--- src/rtl/ecg_rpd_pkg.sv ---
`timescale 1ns / 1ps
// ----------------------------------------------------------------------------
// ECG R-peak detector package
// Widths, fixed-point gains, state types and control structs.
// ----------------------------------------------------------------------------
package ecg_rpd_pkg;

    localparam int SAMPLE_W    = 16;
    localparam int POS_W       = 32;
    localparam int RR_W        = 12;
    localparam int LIM_W       = 13;
    localparam int MISS_W      = 4;
    localparam int HIST_DEPTH  = 10;
    localparam int HIST_AW     = 4;
    localparam int RR_DEPTH    = 8;
    localparam int RR_AW       = 3;
    localparam int GAIN_W      = 17;
    localparam int Q_SHIFT     = 16;
    localparam int CFG_IDX_W   = 8;
    localparam int CFG_DATA_W  = 16;
    localparam int IN_TDATA_W  = 16;
    localparam int OUT_TDATA_W = 72;

    localparam logic [RR_W-1:0]   RR_MAX    = 12'hFFF;
    localparam logic [GAIN_W-1:0] GAIN_LOW  = 17'd60293;
    localparam logic [GAIN_W-1:0] GAIN_HIGH = 17'd76022;
    localparam logic [GAIN_W-1:0] GAIN_MISS = 17'd108790;

    localparam logic [CFG_IDX_W-1:0] CFG_SIG_THR  = 8'd0;
    localparam logic [CFG_IDX_W-1:0] CFG_SB_THR   = 8'd1;
    localparam logic [CFG_IDX_W-1:0] CFG_RR_INIT  = 8'd2;
    localparam logic [CFG_IDX_W-1:0] CFG_MISS_LIM = 8'd3;

    typedef enum logic [2:0] {
        ST_IDLE, ST_EVAL, ST_CLASS, ST_SB_RD, ST_SB_CHK, ST_RR_WAIT, ST_THR, ST_FIN
    } det_state_t;

    typedef enum logic [2:0] {
        RU_IDLE, RU_WR_OK, RU_WR_REC, RU_SUM, RU_LIM
    } rr_state_t;

    typedef struct packed {
        logic            fill;
        logic [RR_W-1:0] init_rr;
        logic            push;
        logic            push_ok;
        logic [RR_W-1:0] rr;
    } rr_ctrl_t;

    typedef struct packed {
        logic             busy;
        logic             done;
        logic [LIM_W-1:0] low;
        logic [LIM_W-1:0] high;
        logic [LIM_W-1:0] miss;
    } rr_stat_t;

endpackage

--- src/rtl/ecg_rpd_rr_unit.sv ---
`timescale 1ns / 1ps
// ----------------------------------------------------------------------------
// ECG R-peak detector RR history unit
// Holds both RR histories in one memory, averages one of them and derives
// the RR window and miss limits with a shared multiplier.
// ----------------------------------------------------------------------------
module ecg_rpd_rr_unit (
    input  logic                  aclk,
    input  logic                  aresetn,
    input  ecg_rpd_pkg::rr_ctrl_t ctrl,
    output ecg_rpd_pkg::rr_stat_t stat
);
    import ecg_rpd_pkg::*;

    localparam int PROD_W = RR_W + GAIN_W;

    rr_state_t state_reg, state_next;

    logic [RR_W-1:0]   mem [2*RR_DEPTH];
    logic [RR_W-1:0]   rd_data_reg;
    logic              rd_vld_reg;
    logic [RR_AW-1:0]  wp_ok_reg, wp_rec_reg;
    logic [RR_DEPTH-1:0] vld_ok_reg, vld_rec_reg;
    logic              half_ok_reg;
    logic [RR_W-1:0]   data_reg;
    logic [RR_AW:0]    k_reg;
    logic [RR_W-1:0]   acc_reg, avg_reg;
    logic [1:0]        lim_idx_reg;
    logic [LIM_W-1:0]  low_reg, high_reg, miss_reg;
    logic              done_reg;

    logic              mem_we;
    logic [RR_AW:0]    mem_waddr, mem_raddr;
    logic              sel_vld;
    logic [RR_W-1:0]   term;
    logic [GAIN_W-1:0] gain;
    logic [PROD_W-1:0] prod;
    logic [LIM_W-1:0]  lim_val;

    always_comb begin
        state_next = state_reg;
        case (state_reg)
            RU_IDLE: begin
                if (ctrl.push) begin
                    state_next = ctrl.push_ok ? RU_WR_OK : RU_WR_REC;
                end
            end
            RU_WR_OK:  state_next = RU_WR_REC;
            RU_WR_REC: state_next = RU_SUM;
            RU_SUM: begin
                if (k_reg == (RR_AW+1)'(RR_DEPTH)) begin
                    state_next = RU_LIM;
                end
            end
            RU_LIM: begin
                if (lim_idx_reg == 2'd2) begin
                    state_next = RU_IDLE;
                end
            end
            default: state_next = RU_IDLE;
        endcase
    end

    always_comb begin
        mem_we    = (state_reg == RU_WR_OK) || (state_reg == RU_WR_REC);
        mem_waddr = (state_reg == RU_WR_OK) ? {1'b1, wp_ok_reg} : {1'b0, wp_rec_reg};
        mem_raddr = {half_ok_reg, k_reg[RR_AW-1:0]};
        sel_vld   = half_ok_reg ? vld_ok_reg[k_reg[RR_AW-1:0]]
                                : vld_rec_reg[k_reg[RR_AW-1:0]];
        // An entry not written since the last fill holds the initial interval.
        term      = (rd_vld_reg ? rd_data_reg : ctrl.init_rr) >> 3;
        case (lim_idx_reg)
            2'd0:    gain = GAIN_LOW;
            2'd1:    gain = GAIN_HIGH;
            default: gain = GAIN_MISS;
        endcase
        prod    = PROD_W'(avg_reg) * PROD_W'(gain);
        lim_val = prod[Q_SHIFT +: LIM_W];
    end

    always_ff @(posedge aclk) begin
        if (mem_we) begin
            mem[mem_waddr] <= data_reg;
        end
        rd_data_reg <= mem[mem_raddr];
    end

    always_ff @(posedge aclk) begin
        if (!aresetn) begin
            state_reg   <= RU_IDLE;
            wp_ok_reg   <= '0;
            wp_rec_reg  <= '0;
            vld_ok_reg  <= '0;
            vld_rec_reg <= '0;
            low_reg     <= '0;
            high_reg    <= '0;
            miss_reg    <= '0;
            done_reg    <= 1'b0;
            k_reg       <= '0;
            lim_idx_reg <= '0;
        end else begin
            state_reg <= state_next;
            done_reg  <= (state_reg == RU_LIM) && (lim_idx_reg == 2'd2);
            case (state_reg)
                RU_WR_OK: begin
                    vld_ok_reg[wp_ok_reg] <= 1'b1;
                    wp_ok_reg             <= wp_ok_reg + 1'b1;
                end
                RU_WR_REC: begin
                    vld_rec_reg[wp_rec_reg] <= 1'b1;
                    wp_rec_reg              <= wp_rec_reg + 1'b1;
                    k_reg                   <= '0;
                end
                RU_SUM: begin
                    k_reg       <= k_reg + 1'b1;
                    lim_idx_reg <= '0;
                end
                RU_LIM: begin
                    case (lim_idx_reg)
                        2'd0:    low_reg  <= lim_val;
                        2'd1:    high_reg <= lim_val;
                        default: miss_reg <= lim_val;
                    endcase
                    lim_idx_reg <= lim_idx_reg + 1'b1;
                end
                default: ;
            endcase
            if (ctrl.fill) begin
                vld_ok_reg  <= '0;
                vld_rec_reg <= '0;
            end
        end
    end

    always_ff @(posedge aclk) begin
        if (state_reg == RU_IDLE && ctrl.push) begin
            half_ok_reg <= ctrl.push_ok;
            data_reg    <= ctrl.rr;
        end
        if (state_reg == RU_WR_REC) begin
            acc_reg <= '0;
        end
        if (state_reg == RU_SUM) begin
            rd_vld_reg <= sel_vld;
            if (k_reg != '0) begin
                acc_reg <= acc_reg + term;
            end
            if (k_reg == (RR_AW+1)'(RR_DEPTH)) begin
                avg_reg <= acc_reg + term;
            end
        end
    end

    assign stat.busy = (state_reg != RU_IDLE);
    assign stat.done = done_reg;
    assign stat.low  = low_reg;
    assign stat.high = high_reg;
    assign stat.miss = miss_reg;

endmodule

--- src/rtl/ecg_r_peak_detector_unit.sv ---
`timescale 1ns / 1ps
// ----------------------------------------------------------------------------
// ECG R-peak detector
// QRS detection on integrated ECG samples with adaptive thresholds.
// ----------------------------------------------------------------------------
// Usage:
// Samples enter on the s_ stream, one per beat; every sample gives exactly one
// result beat on the m_ stream, carrying the R-peak flags, its value and
// position, the irregular flag and threshold one after that sample.
// Registers are written on the cfg_ channel, which is ready while idle.
// One sample at a time is processed by a sequencer: a non-peak sample goes
// straight to the final step, a noise peak through evaluation and threshold
// update, a miss without searchback through evaluation and classification,
// an accepted beat also through the RR wait and threshold update. Searchback
// reads the peak history one entry at a time, a read and a check step each;
// RR averaging reads one RR entry per cycle and forms the window and miss
// limits on a shared multiplier. The next sample is taken while a result still
// waits in the output register; if the receiver stalls, the sequencer holds in
// its final step until the register frees. Reset clears control state and loads
// register defaults; memories need no clearing pass as entries carry valid bits.
// ----------------------------------------------------------------------------
module ecg_r_peak_detector_unit (
    input  logic                                  aclk,
    input  logic                                  aresetn,
    input  logic                                  s_tvalid,
    output logic                                  s_tready,
    input  logic [ecg_rpd_pkg::IN_TDATA_W-1:0]    s_tdata,   // [15:0] sample
    output logic                                  m_tvalid,
    input  logic                                  m_tready,
    // [0] rpeak_found, [16:1] rpeak_value, [48:17] rpeak_position,
    // [49] irregular_beat, [65:50] current_threshold, [71:66] zero
    output logic [ecg_rpd_pkg::OUT_TDATA_W-1:0]   m_tdata,
    output logic                                  m_tuser,   // [0] rpeak_by_searchback
    input  logic                                  cfg_valid,
    output logic                                  cfg_ready,
    input  logic [ecg_rpd_pkg::CFG_IDX_W-1:0]     cfg_index,
    input  logic [ecg_rpd_pkg::CFG_DATA_W-1:0]    cfg_data
);
    import ecg_rpd_pkg::*;

    det_state_t state_reg, state_next;

    logic [SAMPLE_W-1:0] prev0_reg, prev1_reg, peak_reg;
    logic [POS_W-1:0]    cnt_reg, rr_reg, last_reg, pos_reg;
    logic [SAMPLE_W-1:0] sig_reg, noise_reg, t1_reg, t2_reg, val_reg;
    logic [MISS_W-1:0]   miss_reg, miss_lim_reg;
    logic [RR_W-1:0]     init_rr_reg;
    logic                found_reg, sb_reg, irr_reg;
    logic [HIST_AW-1:0]  pw_reg, sb_i_reg;
    logic [HIST_DEPTH-1:0] hvld_reg;
    logic                sb_rdv_reg;

    logic [SAMPLE_W+POS_W-1:0] hist_mem [HIST_DEPTH];
    logic [SAMPLE_W+POS_W-1:0] hist_rd_reg;

    logic                m_tvalid_reg;
    logic [OUT_TDATA_W-1:0] m_tdata_reg;
    logic                m_tuser_reg;

    rr_ctrl_t rr_ctrl;
    rr_stat_t rr_stat;

    logic                s_acc, cfg_acc, out_free, is_peak;
    logic [HIST_AW:0]    sb_sum;
    logic [HIST_AW-1:0]  sb_addr;
    logic                rr_ok, rr_long;
    logic [RR_W-1:0]     rr_sat;
    logic [SAMPLE_W-1:0] cand;
    logic                cand_pass;
    logic [SAMPLE_W+2:0] sig_acc_sum, noise_sum;
    logic [SAMPLE_W+1:0] sig_sb_sum;
    logic [SAMPLE_W:0]   lvl_diff, lvl_mag;
    logic [SAMPLE_W-1:0] lvl_q, t1_new;

    ecg_rpd_rr_unit u_rr (
        .aclk    (aclk),
        .aresetn (aresetn),
        .ctrl    (rr_ctrl),
        .stat    (rr_stat)
    );

    // Next state.
    always_comb begin
        state_next = state_reg;
        case (state_reg)
            ST_IDLE: begin
                if (s_acc) begin
                    state_next = is_peak ? ST_EVAL : ST_FIN;
                end
            end
            ST_EVAL:  state_next = (peak_reg > t1_reg) ? ST_CLASS : ST_THR;
            ST_CLASS: begin
                if (rr_ok) begin
                    state_next = ST_RR_WAIT;
                end else if (rr_long) begin
                    state_next = ST_SB_RD;
                end else begin
                    state_next = ST_FIN;
                end
            end
            ST_SB_RD: state_next = ST_SB_CHK;
            ST_SB_CHK: begin
                if (cand_pass) begin
                    state_next = ST_RR_WAIT;
                end else if (sb_i_reg == HIST_AW'(HIST_DEPTH - 1)) begin
                    state_next = ST_FIN;
                end else begin
                    state_next = ST_SB_RD;
                end
            end
            ST_RR_WAIT: begin
                if (rr_stat.done) begin
                    state_next = ST_THR;
                end
            end
            ST_THR: state_next = ST_FIN;
            ST_FIN: begin
                if (out_free) begin
                    state_next = ST_IDLE;
                end
            end
            default: state_next = ST_IDLE;
        endcase
    end

    // Control and datapath.
    always_comb begin
        s_tready  = (state_reg == ST_IDLE);
        cfg_ready = (state_reg == ST_IDLE);
        s_acc     = s_tvalid && s_tready;
        cfg_acc   = cfg_valid && cfg_ready;
        out_free  = !m_tvalid_reg || m_tready;
        is_peak   = (prev0_reg < prev1_reg) && (prev1_reg > s_tdata[SAMPLE_W-1:0]);

        // Entry i of the newest-first history sits at pw - 1 - i, modulo depth.
        sb_sum  = {1'b0, pw_reg} + (HIST_AW+1)'(HIST_DEPTH - 1) - {1'b0, sb_i_reg};
        sb_addr = (sb_sum >= (HIST_AW+1)'(HIST_DEPTH))
                  ? HIST_AW'(sb_sum - (HIST_AW+1)'(HIST_DEPTH)) : sb_sum[HIST_AW-1:0];

        rr_ok   = (rr_reg > POS_W'(rr_stat.low)) && (rr_reg < POS_W'(rr_stat.high));
        rr_long = rr_reg > POS_W'(rr_stat.miss);
        rr_sat  = (|rr_reg[POS_W-1:RR_W]) ? RR_MAX : rr_reg[RR_W-1:0];

        cand      = sb_rdv_reg ? hist_rd_reg[SAMPLE_W-1:0] : '0;
        cand_pass = cand > t2_reg;

        sig_acc_sum = (SAMPLE_W+3)'(peak_reg) + ((SAMPLE_W+3)'(sig_reg) << 3)
                      - (SAMPLE_W+3)'(sig_reg);
        noise_sum   = (SAMPLE_W+3)'(peak_reg) + ((SAMPLE_W+3)'(noise_reg) << 3)
                      - (SAMPLE_W+3)'(noise_reg);
        sig_sb_sum  = (SAMPLE_W+2)'(cand) + ((SAMPLE_W+2)'(sig_reg) << 2)
                      - (SAMPLE_W+2)'(sig_reg);

        // Quarter of the level difference, truncated toward zero.
        lvl_diff = {1'b0, sig_reg} - {1'b0, noise_reg};
        lvl_mag  = lvl_diff[SAMPLE_W] ? (~lvl_diff + 1'b1) : lvl_diff;
        lvl_q    = SAMPLE_W'(lvl_mag >> 2);
        t1_new   = lvl_diff[SAMPLE_W] ? (noise_reg - lvl_q) : (noise_reg + lvl_q);

        rr_ctrl.fill    = cfg_acc && (cfg_index == CFG_RR_INIT);
        rr_ctrl.init_rr = init_rr_reg;
        rr_ctrl.push    = ((state_reg == ST_CLASS) && rr_ok)
                          || ((state_reg == ST_SB_CHK) && cand_pass);
        rr_ctrl.push_ok = (state_reg == ST_CLASS);
        rr_ctrl.rr      = rr_sat;
    end

    always_ff @(posedge aclk) begin
        if (state_reg == ST_EVAL) begin
            hist_mem[pw_reg] <= {cnt_reg, peak_reg};
        end
        hist_rd_reg <= hist_mem[sb_addr];
    end

    always_ff @(posedge aclk) begin
        if (!aresetn) begin
            state_reg    <= ST_IDLE;
            prev0_reg    <= '0;
            prev1_reg    <= '0;
            cnt_reg      <= '0;
            last_reg     <= '0;
            sig_reg      <= '0;
            noise_reg    <= '0;
            t1_reg       <= SAMPLE_W'(2000);
            t2_reg       <= SAMPLE_W'(1000);
            init_rr_reg  <= RR_W'(155);
            miss_lim_reg <= MISS_W'(5);
            miss_reg     <= '0;
            pw_reg       <= '0;
            hvld_reg     <= '0;
            sb_i_reg     <= '0;
            m_tvalid_reg <= 1'b0;
        end else begin
            state_reg <= state_next;
            if ((state_reg == ST_FIN) && out_free) begin
                m_tvalid_reg <= 1'b1;
            end else if (m_tready) begin
                m_tvalid_reg <= 1'b0;
            end
            if (cfg_acc) begin
                case (cfg_index)
                    CFG_SIG_THR:  t1_reg       <= cfg_data;
                    CFG_SB_THR:   t2_reg       <= cfg_data;
                    CFG_RR_INIT:  init_rr_reg  <= cfg_data[RR_W-1:0];
                    CFG_MISS_LIM: miss_lim_reg <= cfg_data[MISS_W-1:0];
                    default: ;
                endcase
            end
            case (state_reg)
                ST_IDLE: begin
                    if (s_acc) begin
                        prev0_reg <= prev1_reg;
                        prev1_reg <= s_tdata[SAMPLE_W-1:0];
                    end
                end
                ST_EVAL: begin
                    hvld_reg[pw_reg] <= 1'b1;
                    pw_reg <= (pw_reg == HIST_AW'(HIST_DEPTH - 1)) ? '0 : pw_reg + 1'b1;
                    if (!(peak_reg > t1_reg)) begin
                        noise_reg <= noise_sum[SAMPLE_W+2:3];
                    end
                end
                ST_CLASS: begin
                    if (rr_ok) begin
                        miss_reg <= '0;
                        last_reg <= cnt_reg;
                        sig_reg  <= sig_acc_sum[SAMPLE_W+2:3];
                    end else begin
                        // At the limit the count restarts before this miss is counted.
                        miss_reg <= (miss_reg >= miss_lim_reg) ? MISS_W'(1)
                                                               : miss_reg + 1'b1;
                        sb_i_reg <= HIST_AW'(1);
                    end
                end
                ST_SB_CHK: begin
                    if (cand_pass) begin
                        last_reg <= hist_rd_reg[SAMPLE_W +: POS_W];
                        sig_reg  <= sig_sb_sum[SAMPLE_W+1:2];
                    end else begin
                        sb_i_reg <= sb_i_reg + 1'b1;
                    end
                end
                ST_THR: begin
                    t1_reg <= t1_new;
                    t2_reg <= t1_new >> 1;
                end
                ST_FIN: begin
                    if (out_free) begin
                        cnt_reg <= cnt_reg + 1'b1;
                    end
                end
                default: ;
            endcase
        end
    end

    // Result payload.
    always_ff @(posedge aclk) begin
        case (state_reg)
            ST_IDLE: begin
                if (s_acc) begin
                    peak_reg  <= prev1_reg;
                    found_reg <= 1'b0;
                    sb_reg    <= 1'b0;
                    irr_reg   <= 1'b0;
                    val_reg   <= '0;
                    pos_reg   <= '0;
                end
            end
            ST_EVAL: rr_reg <= cnt_reg - last_reg;
            ST_CLASS: begin
                if (rr_ok) begin
                    found_reg <= 1'b1;
                    val_reg   <= peak_reg;
                    pos_reg   <= cnt_reg;
                end else begin
                    irr_reg <= (miss_reg >= miss_lim_reg);
                end
            end
            ST_SB_RD: sb_rdv_reg <= hvld_reg[sb_addr];
            ST_SB_CHK: begin
                if (cand_pass) begin
                    found_reg <= 1'b1;
                    sb_reg    <= 1'b1;
                    val_reg   <= cand;
                    pos_reg   <= hist_rd_reg[SAMPLE_W +: POS_W];
                end
            end
            ST_FIN: begin
                if (out_free) begin
                    m_tdata_reg <= {6'b0, t1_reg, irr_reg, pos_reg, val_reg, found_reg};
                    m_tuser_reg <= sb_reg;
                end
            end
            default: ;
        endcase
    end

    assign m_tvalid = m_tvalid_reg;
    assign m_tdata  = m_tdata_reg;
    assign m_tuser  = m_tuser_reg;

endmodule

--- config.mk ---
export PLATFORM = sky130hd
export DESIGN_NAME = ecg_r_peak_detector_unit
export DESIGN_NICKNAME = d
export VERILOG_FILES = /design/src/rtl/ecg_rpd_pkg.sv /design/src/rtl/ecg_rpd_rr_unit.sv /design/src/rtl/ecg_r_peak_detector_unit.sv
export SDC_FILE = /design/constraint.sdc
export NUM_CORES = 2
export LEC_CHECK = 0
export ABC_AREA = 1
export BUFFER_PORTS_ARGS = -buffer_cell sky130_fd_sc_hd__buf_2
export CAP_MARGIN = 20
export CORE_UTILIZATION = 29
export DETAILED_ROUTE_END_ITERATION = 8
export SLEW_MARGIN = 10
export SYNTH_ARGS = -nofsm -noshare
export SYNTH_HDL_FRONTEND = slang
export SYNTH_SLANG_ARGS = --single-unit
--- constraint.sdc ---
create_clock -name aclk -period 18.21 [get_ports aclk]
set_clock_uncertainty 0.05 [all_clocks]
set_input_delay 0.9105 -clock aclk [delete_from_list [all_inputs] [get_ports aclk]]
set_output_delay 0.9105 -clock aclk [all_outputs]
set_load 0.005 [all_outputs]
==> impl_results.md <==
- Syn Inst Count: 6044
- RSZ-0062 raised after global routing: no
- Layout cell share with drive strength beyond 1: 7.79%
- Switch Pwr: 4.89 mW
- Yosys reg bits: 1153
- EDFF count, synth: 814
- Number of remaining DRC errors: 0
- WP data required: 18.83 ns
- Max reg flops: 480
- Setup Buffers After CTS: 0
- Area contributors post-synth: edfxtp_1, dfxtp_1, ha_1, nand2_1, fa_1
- Cts bufs inserted: 120
- Crit-path leading delay family: adder cells
- Post-cts sizing count: 0
- FF-to-FF path depth: 23
- Reg power frac: 30.2%
- Outcome: finished, final reports clean
- GRT Overall Usage: 15.8%
- Die X-Extent: 453 um
- Hold buffers post-CTS: 0
- Placement Setup Slack: 11.70 ns
- Port Buffer Count: 114
- Synth top area share: 41.5%
- 1st-iter DRT viols: 2930
- Commonest cells in the netlist: nand2_1, inv_1, edfxtp_1
- Slowest-stage cell, CP: fa_1
- Clock Pin Slew Worst Setup and Hold Paths: 0.07 ns
- Async set or reset register ratio after synthesis: 0%
- CTS Root Buffer Type: clkbuf_16
- Largest stage delay, worst path: 0.55 ns
- Critical Path Stages: 23
- Slew Viols, Final: 0
- Register area share after synthesis: 53.0%
- Mean Syn Cell Area: 9.76 um2
- Critical path capture point type: flop
- Sw Ratio: 42.9%
- Clock power share: 23.4%
- Longest Clk Path Bufs: 3
- Setup violations, final: 0
- Hpwl dp: 112000 um
- Data arrival, critical path: 7.12 ns
- Die height: 453 um
- Crit path time final: 6.51 ns
- WHS Path Cells: 0
- Crit start category: flop
- Fin crit share: 35.7%
- Io pins: 121
- Worst hold path class: flop to flop
- Area leader, netlist: edfxtp_1
- Overflow after GRT: 0
- Finished Layout Cells: 8904
- CP bufs+invs: 5
- Clock sinks: 1153
- Vias in the first global route: 41.8k
- Ys Warns: 0
- Crit path cell chain: inv_1 -> ha_1 -> nor2_1 -> inv_1 -> fa_1 -> fa_1 -> fa_1 -> fa_1 -> inv_1 -> fa_1 -> ha_1 -> nand2_1 -> nor2_1 -> inv_1 -> nor2_1 -> a21oi_1 -> o21ai_1 -> nand4_1 -> o21ai_1 -> or2_2 -> nand3_1 -> nand2_1 -> inv_1
- CTS H-tree lvls: 3
- Die ar.: 205000 um2
- Gpl congestion: 0.937
- First-pass GRT wire length: 251000 um
- Pin count of the biggest net entering global routing: 169
- Drt pass-1 iters: 6
- DR vias/cell: 4.77
- Final #Nets: 6664
- Mapped Area: 59000 um2
- Cell with the most instances after synthesis: nand2_1
- Setup tns final: 0 ns
- Row cnt: 165
- Placed cells: 8662
- Max Cap Violations: 0
- PD cells: 170 nW/um2
- WHS: 0.310 ns
- Kind of critical path: flop to flop
- CTS tree: done
- Library cells used by synthesis: 69
- Setup ws final: 11.70 ns
- Max_slew headroom: 25.2%
- Via count: 42.5k
- VDD IR max: 175 uV
- Final hold vios: 0
- Wirelength, routed: 164000 um
- Worst-Skew Late Latency: 0.79 ns
- Core area: 202000 um2
- Most used DFF post-synth: edfxtp_1
- Starting Density: 29.2%
- Worst-margin pin slew: 1.12 ns
- Internal: 6.51 mW
- Synth-to-layout area growth: 13.6%
- Routed len/inst: 18.4 um
- P_leak: 26.4 nW
- Antenna violations before repair: 11
- Detail Route Antenna Nets: 0
- Worst-path fanout max: 13
- Maximum clock frequency: 154 MHz
- Comb power frac: 46.4%
## through the flow
stage	util [%]	power [mW]	area [um2]
after global routing	33.1	12.2	67000
after detailed placement	31.0	8.74	62600
after floorplan	-	7.34	59000
final	33.1	11.4	67000
after CTS	33.1	11.4	66900
after global placement	30.9	8.66	62500
## power groups by stage
| stage | registers [mW] | clock network, mW | logic, mW |
|---|---|---|---|
| 6_report | 3.44 | 2.67 | 5.29 |
| 5_1_grt | 3.46 | 2.82 | 5.95 |
| 4_1_cts | 3.44 | 2.72 | 5.28 |
| 3_5_place_dp | 3.49 | 0 | 5.25 |
| 3_3_place_gp | 3.48 | 0 | 5.17 |
| 2_1_floorplan | 3.37 | 0 | 3.97 |
## per-layer routing
metal | track usage (%) | part of all wire (%) | routed length [um]
met4 | 8.15 | 5.0 | 8120
met2 | 26.5 | 48 | 78100
met5 | 0 | 0 | 0
met3 | 1.98 | 4.9 | 8110
met1 | 19.9 | 42 | 69600
## cell type report
cell class              instances  area [um2]
clock inverters                76        1100
flip-flops and latches       1153       31200
fillers                     20334      135000
diodes                          8        20.0
inverters                     843        3170
well taps                    2672        3340
multi-input cells            3829       23800
repair buffers                169        1030
clock buffers                 154        3260
## layout by cell type (no fill, tap or decap), types with 25 or more instances in the layout
master	instances
nand2_1	1066
inv_1	822
edfxtp_1	814
nand3_1	441
o21ai_0	440
a21oi_1	386
nor2_1	380
ha_1	343
dfxtp_1	338
fa_1	159
clkbuf_16	120
buf_2	113
a31oi_1	81
xor2_1	59
o211ai_1	55
nor3_1	54
buf_4	50
nand4_1	38
xnor2_1	38
o221ai_1	36
o22ai_1	25
## cells by family (layout without fill, tap and decap cells)
kind of cell             Yosys count  in the layout  share of synthesized area [%]
AO/OA/AOI/OAI                   1135           1135                           10.8
buffers and inverters           1067           1242                           6.90
adder cells (fa/ha/maj)          503            503                           12.7
other                              1             14                        0.00636
flip-flops                      1153           1153                           53.0
AND/OR/NAND/NOR                 2088           2088                           15.2
XOR/XNOR                          97             97                           1.44
## worst reg2reg max path: cells and delay by family, from the launching register on
kind / cells / cell delay [ns]
compound gates: 3 / 0.73
buf+inv: 5 / 0.43
flops: 1 / 0.34
simple gates: 8 / 1.39
fa+ha+maj: 7 / 3.44
## worst paths after layout
kind	from	endpoint	slack, ns
worst max-delay path	u_rr.lim_idx_reg[0]	u_rr.high_reg[10]	11.70
worst min-delay path	val_reg[8]	m_tdata[9]	0.31
worst max register to register	u_rr.lim_idx_reg[0]	u_rr.high_reg[10]	11.70
worst min register to register	val_reg[8]	m_tdata[9]	0.31
(Power assumes the default switching activity.)
